[src/design/owb_pkg.sv]
package owb_pkg;

  // Timer and field widths
  localparam int TimerWidth = 10;
  localparam int NumRegs    = 8;
  localparam int RegIdxW    = 3;
  localparam int ByteW      = 8;
  localparam int BitPosW    = 3;

  typedef logic [TimerWidth-1:0] tick_t;
  typedef logic [ByteW-1:0]      byte_t;

  // Command codes carried by op
  typedef enum logic [1:0] {
    OP_TICK  = 2'd0,
    OP_RESET = 2'd1,
    OP_WRITE = 2'd2,
    OP_READ  = 2'd3
  } op_t;

  // Timing register indexes
  typedef enum logic [RegIdxW-1:0] {
    REG_RESET_LOW     = 3'd0,
    REG_PRESENCE_WAIT = 3'd1,
    REG_RESET_TAIL    = 3'd2,
    REG_WR1_LOW       = 3'd3,
    REG_WR1_RELEASE   = 3'd4,
    REG_WR0_LOW       = 3'd5,
    REG_READ_LOW      = 3'd6,
    REG_READ_TAIL     = 3'd7
  } reg_idx_t;

  typedef tick_t cfg_t [NumRegs];

  // Register values after reset, by index
  localparam tick_t CfgReset [NumRegs] = '{
    10'd480, 10'd80, 10'd400, 10'd1, 10'd60, 10'd60, 10'd2, 10'd60
  };

  // Bus sequencer phases
  typedef enum logic [2:0] {
    PH_IDLE     = 3'd0,
    PH_RST_LOW  = 3'd1,
    PH_RST_WAIT = 3'd2,
    PH_RST_TAIL = 3'd3,
    PH_WR_LOW   = 3'd4,
    PH_WR_REL   = 3'd5,
    PH_RD_LOW   = 3'd6,
    PH_RD_TAIL  = 3'd7
  } phase_t;

  localparam logic [BitPosW-1:0] LastBit = BitPosW'(ByteW - 1);

  typedef struct packed {
    phase_t              phase;
    tick_t               tick_count;
    logic [BitPosW-1:0]  bit_position;
    byte_t               shift_byte;
    logic                presence_seen;
    byte_t               read_result;
  } state_t;

  typedef struct packed {
    logic  drive_low;
    logic  busy_res;
    logic  done_res;
    logic  presence;
    byte_t rx_byte;
    logic  command_ignored;
  } result_t;

  // Last tick of a timed phase lasting max(t,1) ticks
  function automatic logic timed_end(tick_t tc, tick_t t);
    return ({1'b0, tc} + {{TimerWidth{1'b0}}, 1'b1}) >= {1'b0, t};
  endfunction

  // Last tick of a sample tick followed by t more ticks
  function automatic logic tail_end(tick_t tc, tick_t t);
    return tc >= t;
  endfunction

endpackage

[src/design/owb_ifs.sv]
// Command tick channel
interface owb_cmd_if;
  logic               valid;
  logic               ready;
  logic [1:0]         op;
  owb_pkg::byte_t     tx_byte;
  logic               line_level;

  modport source (output valid, op, tx_byte, line_level, input ready);
  modport sink   (input valid, op, tx_byte, line_level, output ready);
endinterface

// Per-tick result channel
interface owb_res_if;
  logic               valid;
  logic               ready;
  logic               drive_low;
  logic               busy_res;
  logic               done_res;
  logic               presence;
  owb_pkg::byte_t     rx_byte;
  logic               command_ignored;

  modport source (output valid, drive_low, busy_res, done_res, presence, rx_byte,
                  command_ignored, input ready);
  modport sink   (input valid, drive_low, busy_res, done_res, presence, rx_byte,
                  command_ignored, output ready);
endinterface

[src/design/one_wire_bus_master.sv]
// Single-wire bus master, stepped once per microsecond tick.
// cmd: one transfer per tick carrying op (tick, reset, write byte, read byte),
//   tx_byte and the sampled line level. A command while busy is dropped and
//   reported in command_ignored; the running operation goes on.
// res: one transfer per accepted tick with drive_low for that tick, busy,
//   done, the latest presence flag and the last byte read.
// Timing registers are written through wr_en/wr_index/wr_data; write them only while
//   the bus is idle and no results are pending (the block does not enforce it).
// Latency: the result of a tick is valid the cycle after its cmd transfer.
// Throughput: one tick per cycle unless the receiver stalls; the sequencer
//   state and the result register both update in the accepting cycle,
//   through one pass of the phase/timer logic.
// Stall: cmd.ready is high while the result register is empty or is being
//   drained, so a stalled receiver holds the result and stops intake,
//   which also stops the sequencer.
// Reset (rst, synchronous): sequencer idle, presence and rx_byte cleared,
//   timing registers back to their defaults, no result pending.
module one_wire_bus_master (
  input  logic                          clk,
  input  logic                          rst,
  owb_cmd_if.sink                       cmd,
  owb_res_if.source                     res,
  input  logic                          wr_en,
  input  logic [owb_pkg::RegIdxW-1:0]   wr_index,
  input  owb_pkg::tick_t                wr_data
);

  owb_pkg::cfg_t    cfg;
  owb_pkg::state_t  state;
  owb_pkg::state_t  state_next;
  owb_pkg::result_t result_next;
  owb_pkg::result_t result;
  logic             res_valid;
  logic             take;

  // Timing registers
  always_ff @(posedge clk) begin
    if (rst) begin
      cfg <= owb_pkg::CfgReset;
    end else if (wr_en) begin
      cfg[wr_index] <= wr_data;
    end
  end

  owb_step u_step (
    .cur        (state),
    .cfg        (cfg),
    .op         (cmd.op),
    .tx_byte    (cmd.tx_byte),
    .line_level (cmd.line_level),
    .nxt        (state_next),
    .res        (result_next)
  );

  assign cmd.ready = !res_valid || res.ready;
  assign take      = cmd.valid && cmd.ready;

  // Sequencer state advances one tick per transfer
  always_ff @(posedge clk) begin
    if (rst) begin
      state <= '{phase: owb_pkg::PH_IDLE, default: '0};
    end else if (take) begin
      state <= state_next;
    end
  end

  // Result register
  always_ff @(posedge clk) begin
    if (rst) begin
      res_valid <= 1'b0;
    end else if (take) begin
      res_valid <= 1'b1;
    end else if (res.ready) begin
      res_valid <= 1'b0;
    end
  end

  always_ff @(posedge clk) begin
    if (take) begin
      result <= result_next;
    end
  end

  assign res.valid           = res_valid;
  assign res.drive_low       = result.drive_low;
  assign res.busy_res        = result.busy_res;
  assign res.done_res        = result.done_res;
  assign res.presence        = result.presence;
  assign res.rx_byte         = result.rx_byte;
  assign res.command_ignored = result.command_ignored;

endmodule

[src/design/owb_step.sv]
// One tick of the bus sequencer: next state and the result for this tick
module owb_step (
  input  owb_pkg::state_t  cur,
  input  owb_pkg::cfg_t    cfg,
  input  logic [1:0]       op,
  input  owb_pkg::byte_t   tx_byte,
  input  logic             line_level,
  output owb_pkg::state_t  nxt,
  output owb_pkg::result_t res
);

  owb_pkg::op_t    op_code;
  owb_pkg::state_t st;
  owb_pkg::tick_t  lim;
  logic            is_tail;
  logic            last;
  logic            ignored;
  logic            drive;
  logic            done;

  assign op_code = owb_pkg::op_t'(op);

  always_comb begin
    st      = cur;
    ignored = 1'b0;
    drive   = 1'b0;
    done    = 1'b0;
    lim     = '0;
    is_tail = 1'b0;

    // Command decode: start from idle, flag when busy
    if (cur.phase != owb_pkg::PH_IDLE) begin
      ignored = (op_code != owb_pkg::OP_TICK);
    end else begin
      case (op_code)
        owb_pkg::OP_RESET: begin
          st.bit_position = '0;
          st.tick_count   = '0;
          st.phase        = owb_pkg::PH_RST_LOW;
        end
        owb_pkg::OP_WRITE: begin
          st.bit_position = '0;
          st.tick_count   = '0;
          st.shift_byte   = tx_byte;
          st.phase        = owb_pkg::PH_WR_LOW;
        end
        owb_pkg::OP_READ: begin
          st.bit_position = '0;
          st.tick_count   = '0;
          st.shift_byte   = '0;
          st.phase        = owb_pkg::PH_RD_LOW;
        end
        default: ;
      endcase
    end

    // Phase limit selection
    case (st.phase)
      owb_pkg::PH_RST_LOW:  lim = cfg[owb_pkg::REG_RESET_LOW];
      owb_pkg::PH_RST_WAIT: lim = cfg[owb_pkg::REG_PRESENCE_WAIT];
      owb_pkg::PH_RST_TAIL: begin
        lim     = cfg[owb_pkg::REG_RESET_TAIL];
        is_tail = 1'b1;
      end
      owb_pkg::PH_WR_LOW:
        lim = st.shift_byte[0] ? cfg[owb_pkg::REG_WR1_LOW] : cfg[owb_pkg::REG_WR0_LOW];
      owb_pkg::PH_WR_REL:   lim = cfg[owb_pkg::REG_WR1_RELEASE];
      owb_pkg::PH_RD_LOW:   lim = cfg[owb_pkg::REG_READ_LOW];
      owb_pkg::PH_RD_TAIL: begin
        lim     = cfg[owb_pkg::REG_READ_TAIL];
        is_tail = 1'b1;
      end
      default: ;
    endcase

    last = is_tail ? owb_pkg::tail_end(st.tick_count, lim)
                   : owb_pkg::timed_end(st.tick_count, lim);

    // Phase actions and transitions
    case (st.phase)
      owb_pkg::PH_RST_LOW: begin
        drive = 1'b1;
        if (last) st.phase = owb_pkg::PH_RST_WAIT;
      end
      owb_pkg::PH_RST_WAIT: begin
        if (last) st.phase = owb_pkg::PH_RST_TAIL;
      end
      owb_pkg::PH_RST_TAIL: begin
        if (st.tick_count == '0) st.presence_seen = ~line_level;
        if (last) begin
          st.phase = owb_pkg::PH_IDLE;
          done     = 1'b1;
        end
      end
      owb_pkg::PH_WR_LOW, owb_pkg::PH_WR_REL: begin
        drive = (st.phase == owb_pkg::PH_WR_LOW);
        if (last) begin
          if (st.phase == owb_pkg::PH_WR_LOW && st.shift_byte[0]) begin
            st.phase = owb_pkg::PH_WR_REL;
          end else begin
            // slot finished: next bit or done
            st.shift_byte = st.shift_byte >> 1;
            if (st.bit_position == owb_pkg::LastBit) begin
              st.phase = owb_pkg::PH_IDLE;
              done     = 1'b1;
            end else begin
              st.bit_position = st.bit_position + 1'b1;
              st.phase        = owb_pkg::PH_WR_LOW;
            end
          end
        end
      end
      owb_pkg::PH_RD_LOW: begin
        drive = 1'b1;
        if (last) st.phase = owb_pkg::PH_RD_TAIL;
      end
      owb_pkg::PH_RD_TAIL: begin
        if (st.tick_count == '0) st.shift_byte = {line_level, st.shift_byte[7:1]};
        if (last) begin
          if (st.bit_position == owb_pkg::LastBit) begin
            st.read_result = st.shift_byte;
            st.phase       = owb_pkg::PH_IDLE;
            done           = 1'b1;
          end else begin
            st.bit_position = st.bit_position + 1'b1;
            st.phase        = owb_pkg::PH_RD_LOW;
          end
        end
      end
      default: ;
    endcase

    // Every phase end restarts the tick counter
    if (st.phase != owb_pkg::PH_IDLE || done) begin
      st.tick_count = last ? '0 : st.tick_count + 1'b1;
    end

    nxt                 = st;
    res.drive_low       = drive;
    res.busy_res        = (st.phase != owb_pkg::PH_IDLE);
    res.done_res        = done;
    res.presence        = st.presence_seen;
    res.rx_byte         = st.read_result;
    res.command_ignored = ignored;
  end

endmodule

[src/flat_wrapper.sv]
// flat-port wrapper written by rule: the top's interface ports become plain ports
module one_wire_bus_master_flat 
  (clk, rst, wr_en, wr_index, wr_data, cmd_valid, cmd_op, cmd_tx_byte, cmd_line_level, cmd_ready, res_valid, res_drive_low, res_busy_res, res_done_res, res_presence, res_rx_byte, res_command_ignored, res_ready);
  owb_cmd_if cmd_i ();
  owb_res_if res_i ();
  input  logic clk;
  input  logic rst;
  input  logic wr_en;
  input  logic [owb_pkg::RegIdxW-1:0] wr_index;
  input  owb_pkg::tick_t wr_data;
  input wire logic [$bits(cmd_i.valid)-1:0] cmd_valid;
  input wire logic [$bits(cmd_i.op)-1:0] cmd_op;
  input wire logic [$bits(cmd_i.tx_byte)-1:0] cmd_tx_byte;
  input wire logic [$bits(cmd_i.line_level)-1:0] cmd_line_level;
  output wire logic [$bits(cmd_i.ready)-1:0] cmd_ready;
  output wire logic [$bits(res_i.valid)-1:0] res_valid;
  output wire logic [$bits(res_i.drive_low)-1:0] res_drive_low;
  output wire logic [$bits(res_i.busy_res)-1:0] res_busy_res;
  output wire logic [$bits(res_i.done_res)-1:0] res_done_res;
  output wire logic [$bits(res_i.presence)-1:0] res_presence;
  output wire logic [$bits(res_i.rx_byte)-1:0] res_rx_byte;
  output wire logic [$bits(res_i.command_ignored)-1:0] res_command_ignored;
  input wire logic [$bits(res_i.ready)-1:0] res_ready;
  assign cmd_i.valid = cmd_valid;
  assign cmd_i.op = cmd_op;
  assign cmd_i.tx_byte = cmd_tx_byte;
  assign cmd_i.line_level = cmd_line_level;
  assign cmd_ready = cmd_i.ready;
  assign res_valid = res_i.valid;
  assign res_drive_low = res_i.drive_low;
  assign res_busy_res = res_i.busy_res;
  assign res_done_res = res_i.done_res;
  assign res_presence = res_i.presence;
  assign res_rx_byte = res_i.rx_byte;
  assign res_command_ignored = res_i.command_ignored;
  assign res_i.ready = res_ready;
  one_wire_bus_master u_core (.clk(clk), .rst(rst), .cmd(cmd_i), .res(res_i), .wr_en(wr_en), .wr_index(wr_index), .wr_data(wr_data));
endmodule
[config.mk]
export PLATFORM = sky130hd
export DESIGN_NAME = one_wire_bus_master_flat
export DESIGN_NICKNAME = d
export VERILOG_FILES = /design/src/design/owb_pkg.sv /design/src/design/owb_ifs.sv /design/src/design/one_wire_bus_master.sv /design/src/design/owb_step.sv /design/src/flat_wrapper.sv
export SDC_FILE = /design/constraint.sdc
export NUM_CORES = 1
export LEC_CHECK = 0
export BUFFER_PORTS_ARGS = -buffer_cell sky130_fd_sc_hd__buf_2
export CAP_MARGIN = 20
export CORE_UTILIZATION = 35
export CTS_CLUSTER_DIAMETER = 30
export CTS_CLUSTER_SIZE = 28
export DETAILED_ROUTE_END_ITERATION = 8
export HOLD_SLACK_MARGIN = 0.12
export PLACE_DENSITY_LB_ADDON = 0.15
export SLEW_MARGIN = 20
export SYNTH_ARGS = -nofsm -noshare
export SYNTH_HDL_FRONTEND = slang
export SYNTH_SLANG_ARGS = --single-unit
[constraint.sdc]
create_clock -name clk -period 5.4 [get_ports clk]
set_input_delay 0.54 -clock clk [delete_from_list [all_inputs] [get_ports clk]]
set_output_delay 0.54 -clock clk [all_outputs]
set_load 0.1 [all_outputs]
# --- Word level (Yosys, flattened, before mapping) ---
# Index checks and enable logic that the tools add are counted.
# W data, S select, Z words.
totals:
  regBits: 127
  inputBits: 29
  output_inout_bits: 15
  word_cells: 97
classes:
  add_sub_neg: 3
  order_cmp: 4
  eq_ne: 11
  muxes: 42
  bitwise: 2
  reduce_logical: 14
ops:
  columns: ["operator", "count"]
  rows:
  - ["$bwmux W80", 1]
  - ["$pmux W10 S7", 1]
  - ["$pmux W16 S3", 1]
  - ["$mux W10", 4]
  - ["$mux W3", 11]
  - ["$mux W8", 4]
  - ["$demux W10 S3", 1]
  - ["$mux W24", 1]
  - ["$mux W11", 2]
  - ["$pmux W11 S2", 1]
  - ["$pmux W3 S6", 1]
  - ["$pmux W8 S2", 1]
  - ["$eq A3 B3 Y1 const B", 5]
  - ["$add A10 B1 Y11 const B", 1]
  - ["$ge A11 B10 Y1", 1]
  - ["$mux W1", 11]
  - ["$add A10 B1 Y10 const B", 1]
  - ["$ge A10 B10 Y1", 1]
  - ["$logic_not A10 Y1", 1]
  - ["$eq A3 B2 Y1 const B", 2]
  - ["$reduce_bool A3 Y1", 2]
  - ["$reduce_or A2 Y1", 3]
  - ["$eq A2 B2 Y1 const B", 2]
  - ["$ge A4 B4 Y1 const B", 1]
  - ["other kinds (12)", 16]

# --- Depth between registers and ports, before layout ---
depth:
  depth_word: 12
  depth_mapped: 19
  ltp_nobuf: 15

# --- Hierarchy ---
# Synthesis repeated with hierarchy kept, for this count alone.
hier_totals:
  hier_cells: 830
  hier_area_um2: 7185.6
modules_own_cells:
  columns: ["module", "n_inst", "cells_per_inst", "area_per_inst_um2", "seq_area_each_um2"]
  rows:
  - ["one_wire_bus_master", 1, 483, 4735.8, 2672.6]
  - ["owb_step", 1, 347, 2449.8, 0.0]

# --- Worst setup path before layout ---
# No wires, ideal clock.
synth_timing:
  path_kind: "in2reg"
  start: "input port cmd_op[1]"
  end: "register u_core.result (netlist bit u_core.res.busy_res), data pin"
  setup_ns: 0.274
  arrival_time_ns: 4.252
  required_time_ns: 5.126
  path_slack_ns: 0.874
  path_stages: 14
  path_buffers: 3
  cell_sequence: "buf_2 > nor4b_1 > buf_2 > mux2i_4 > clkbuf_1 > mux2i_1 > o211a_1 > ha_1 > a21o_1 > a2111oi_0 > o21ai_0 > a211o_1 > a221oi_1 > o211ai_1"
synth_lines:
  columns: ["item", "line_no", "text"]
  rows:
  - ["start, declared", "flat_wrapper.sv:12", "input wire logic [$bits(cmd_i.op)-1:0] cmd_op;"]
  - ["end signal, assigned", "one_wire_bus_master.sv:80", "result <= result_next;"]
  - ["end, declared", "one_wire_bus_master.sv:32", "owb_pkg::result_t result;"]

==> flow_summary.ini <==
[outcome]
status = finished clean

[sta]
fmax_mhz = 211
setup_viol = 0
fin_ws_ns = 0.664
min_period_over_period_pct = 87.7
finClkSkew_ns = 0.0101
slew_headroom_pct = 32.5
rsz0062_at_grt = no
hold_viol = 0
setup_tns_ns = 0
fin_crit_ns = 4.74
worst_pin_slew_ns = 1.01
drv_slew = 0

[logic_synthesis]
ys_seq_elements = 127
netlist_area_mm2 = 0.00704
synthesis.instances = 860
synth_edf_count = 13
ys_seq_area_share_pct = 38.0
avgSynthCellArea_um2 = 8.18
synthArstFlopShare_pct = 0
synth_nets = 912
ys_types = 69
synth_ff_type = dfxtp_1
yosysWarnings = 0

[clocking]
clk_pin_slew_worst_paths_ns = 0.06
cts-root-buf = clkbuf_16
postCtsHoldBufs = 0
cts_tree = built
cts_htree_levels = 4
clock-sinks = 127
cts_setup_buffers = 0
clockBufferDepth = 2
cts_buffers = 17
clkLatencyLatePin_ns = 0.42
cts_resized = 0

[finish]
top_register = u_core.cfg
final_cells = 1160
synthToLayoutAreaGrowth_pct = 14.2
largest_reg_flops = 80
nets = 934
insertedDiodeCount = 0
design_area_mm2 = 0.00804
drive_gt1_share_pct = 15.2

[worst_setup_path]
arrival_ns = 4.90
cp-end-kind = flop
path_class = flop to flop
cp_max_fo = 13
required_ns = 5.56
cp-start-kind = flop
reg2reg_depth = 12

[power_and_ir_drop]
ir_worst_vdd_mv = 0.209
p_per_area_mw_per_mm2 = 315
leakage_nw = 3.06
power.total_mw = 2.54

[place]
portBuffers = 43
place.gp.congestion = 0.848
dpl.hpwl_um = 14100
pre_cts_slack_ns = 0.547
dp.cells = 1128
place_area_mm2 = 0.00748

[die]
die_height_um = 144
dieWidth_um = 144
coreArea_mm2 = 0.0196
io_pins = 44
dieArea_mm2 = 0.0207
initial_core_util_pct = 35.9
core.rowCount = 51

[drt]
first_iter_violations = 435
drc = 0
drt-total-wl_um = 20900
vias = 6279
wl_per_cell_um = 18.0
avgViaCountPerCell = 5.41
ant_nets = 0
drt_first_pass_iters = 8

[worst_hold_path]
whs_path_depth = 3
hold_path_class = input port to flop

[grt]
met2_usage_pct = 34.0
grt_use_total_pct = 21.2
grt_pass1_vias = 5871
grt_max_degree = 76
grt_pass1_wl_um = 33300
busiest_layer = met2
grtUsageMet1_pct = 29.0
grt_overflow = 0
antenna_found_initial = 0
met3_usage_pct = 3.40

[flow_run]
maxCapViolCount = 0
-- layout make-up --
cell class                      instances  area, um^2
Timing Repair Buffer                   65         380
Sequential cell                       127        2670
Clock inverter                         13         103
Inverter                               10        37.5
Clock buffer                           19         454
Multi-Input combinational cell        661        4060
Fill cell                            2087       11600
Tap cell                              265         332
-- routing by layer --
layer	up-vias	share of wire [%]
met5	-	0
met4	0	1.5
met3	20	4.4
met2	165	46
met1	2982	48
li1	3112	-
-- power breakdown --
group / leakage [nW] / switching, mW / internal [mW]
logic: 1.74 / 0.298 / 0.136
registers: 1.05 / 0.0196 / 0.983
clock network: 0.272 / 0.476 / 0.622
total: 3.06 / 0.795 / 1.74
-- critical path, stage by stage (launching register included) --
cell	delay [ns]
dfxtp_1	0.40
buf_4	0.23
nor4b_2	0.44
mux2i_4	0.67
mux2i_1	0.21
o211a_1	0.27
ha_1	0.29
a21o_1	0.18
a2111oi_0	0.39
o21ai_0	0.31
a211o_1	0.47
a221oi_1	0.44
o211ai_1	0.15
-- stage by stage --
stage / util, % / hold slack, ns
3_5_place_dp: 38.2 / 0.446
6_report: 41.0 / 0.365
4_1_cts: 41.0 / 0.350
5_1_grt: 41.0 / 0.398
3_3_place_gp: 38.2 / 0.441
2_1_floorplan: - / 0.432
-- layout by cell type (no fill, tap or decap), drive strengths merged, types with 11 or more instances in the layout --
cell type  netlist  layout
inv             10      15
a21oi           68      68
ha              23      23
nand2          204     204
nor2            51      51
mux2            20      20
nor3            21      21
nor2b           11      11
o21ai           29      29
buf             22      65
a22o            12      12
nand3           30      30
clkbuf          40      19
a211oi          11      11
dfxtp          114     114
and2            12      12
a31oi           13      13
mux2i           43      43
edfxtp          13      13
-- cells in the mapped netlist (11+ instances only) --
library cell  number  area [um^2]
a21oi_1           68          340
buf_1             13         48.8
nand3_1           30          150
edfxtp_1          13          390
a31oi_1           13         81.3
a22o_1            12          105
nor2_1            51          191
and2_1            12         75.1
o21ai_0           27          135
mux2i_1           42          420
ha_1              23          288
nor2b_1           11         68.8
dfxtp_1          114         2280
nand2_1          204          766
clkbuf_1          40          150
nor3_1            19         95.1
mux2_2            20          225
-- cell families after synthesis --
| family | Yosys count | synth area share, % |
|---|---|---|
| AOI/OAI and AO/OA | 195 | 18.9 |
| DFF | 127 | 38.0 |
| buffers and inverters | 72 | 4.52 |
| and+or+nand+nor | 372 | 24.1 |
| xor gates and xnor gates | 8 | 0.996 |
| adders and majority gates | 23 | 4.09 |
| muxes | 63 | 9.49 |
-- final timing paths --
kind / endpoint / slack (ns) / from
max reg2reg: u_core.res.busy_res / 0.66 / u_core.state[32]
min: u_core.res.valid / 0.37 / cmd_valid
max: u_core.res.busy_res / 0.66 / u_core.state[32]
min reg2reg: u_core.cfg[9] / 0.45 / u_core.cfg[9]
Note: power is estimated with default switching activity, not from simulation.
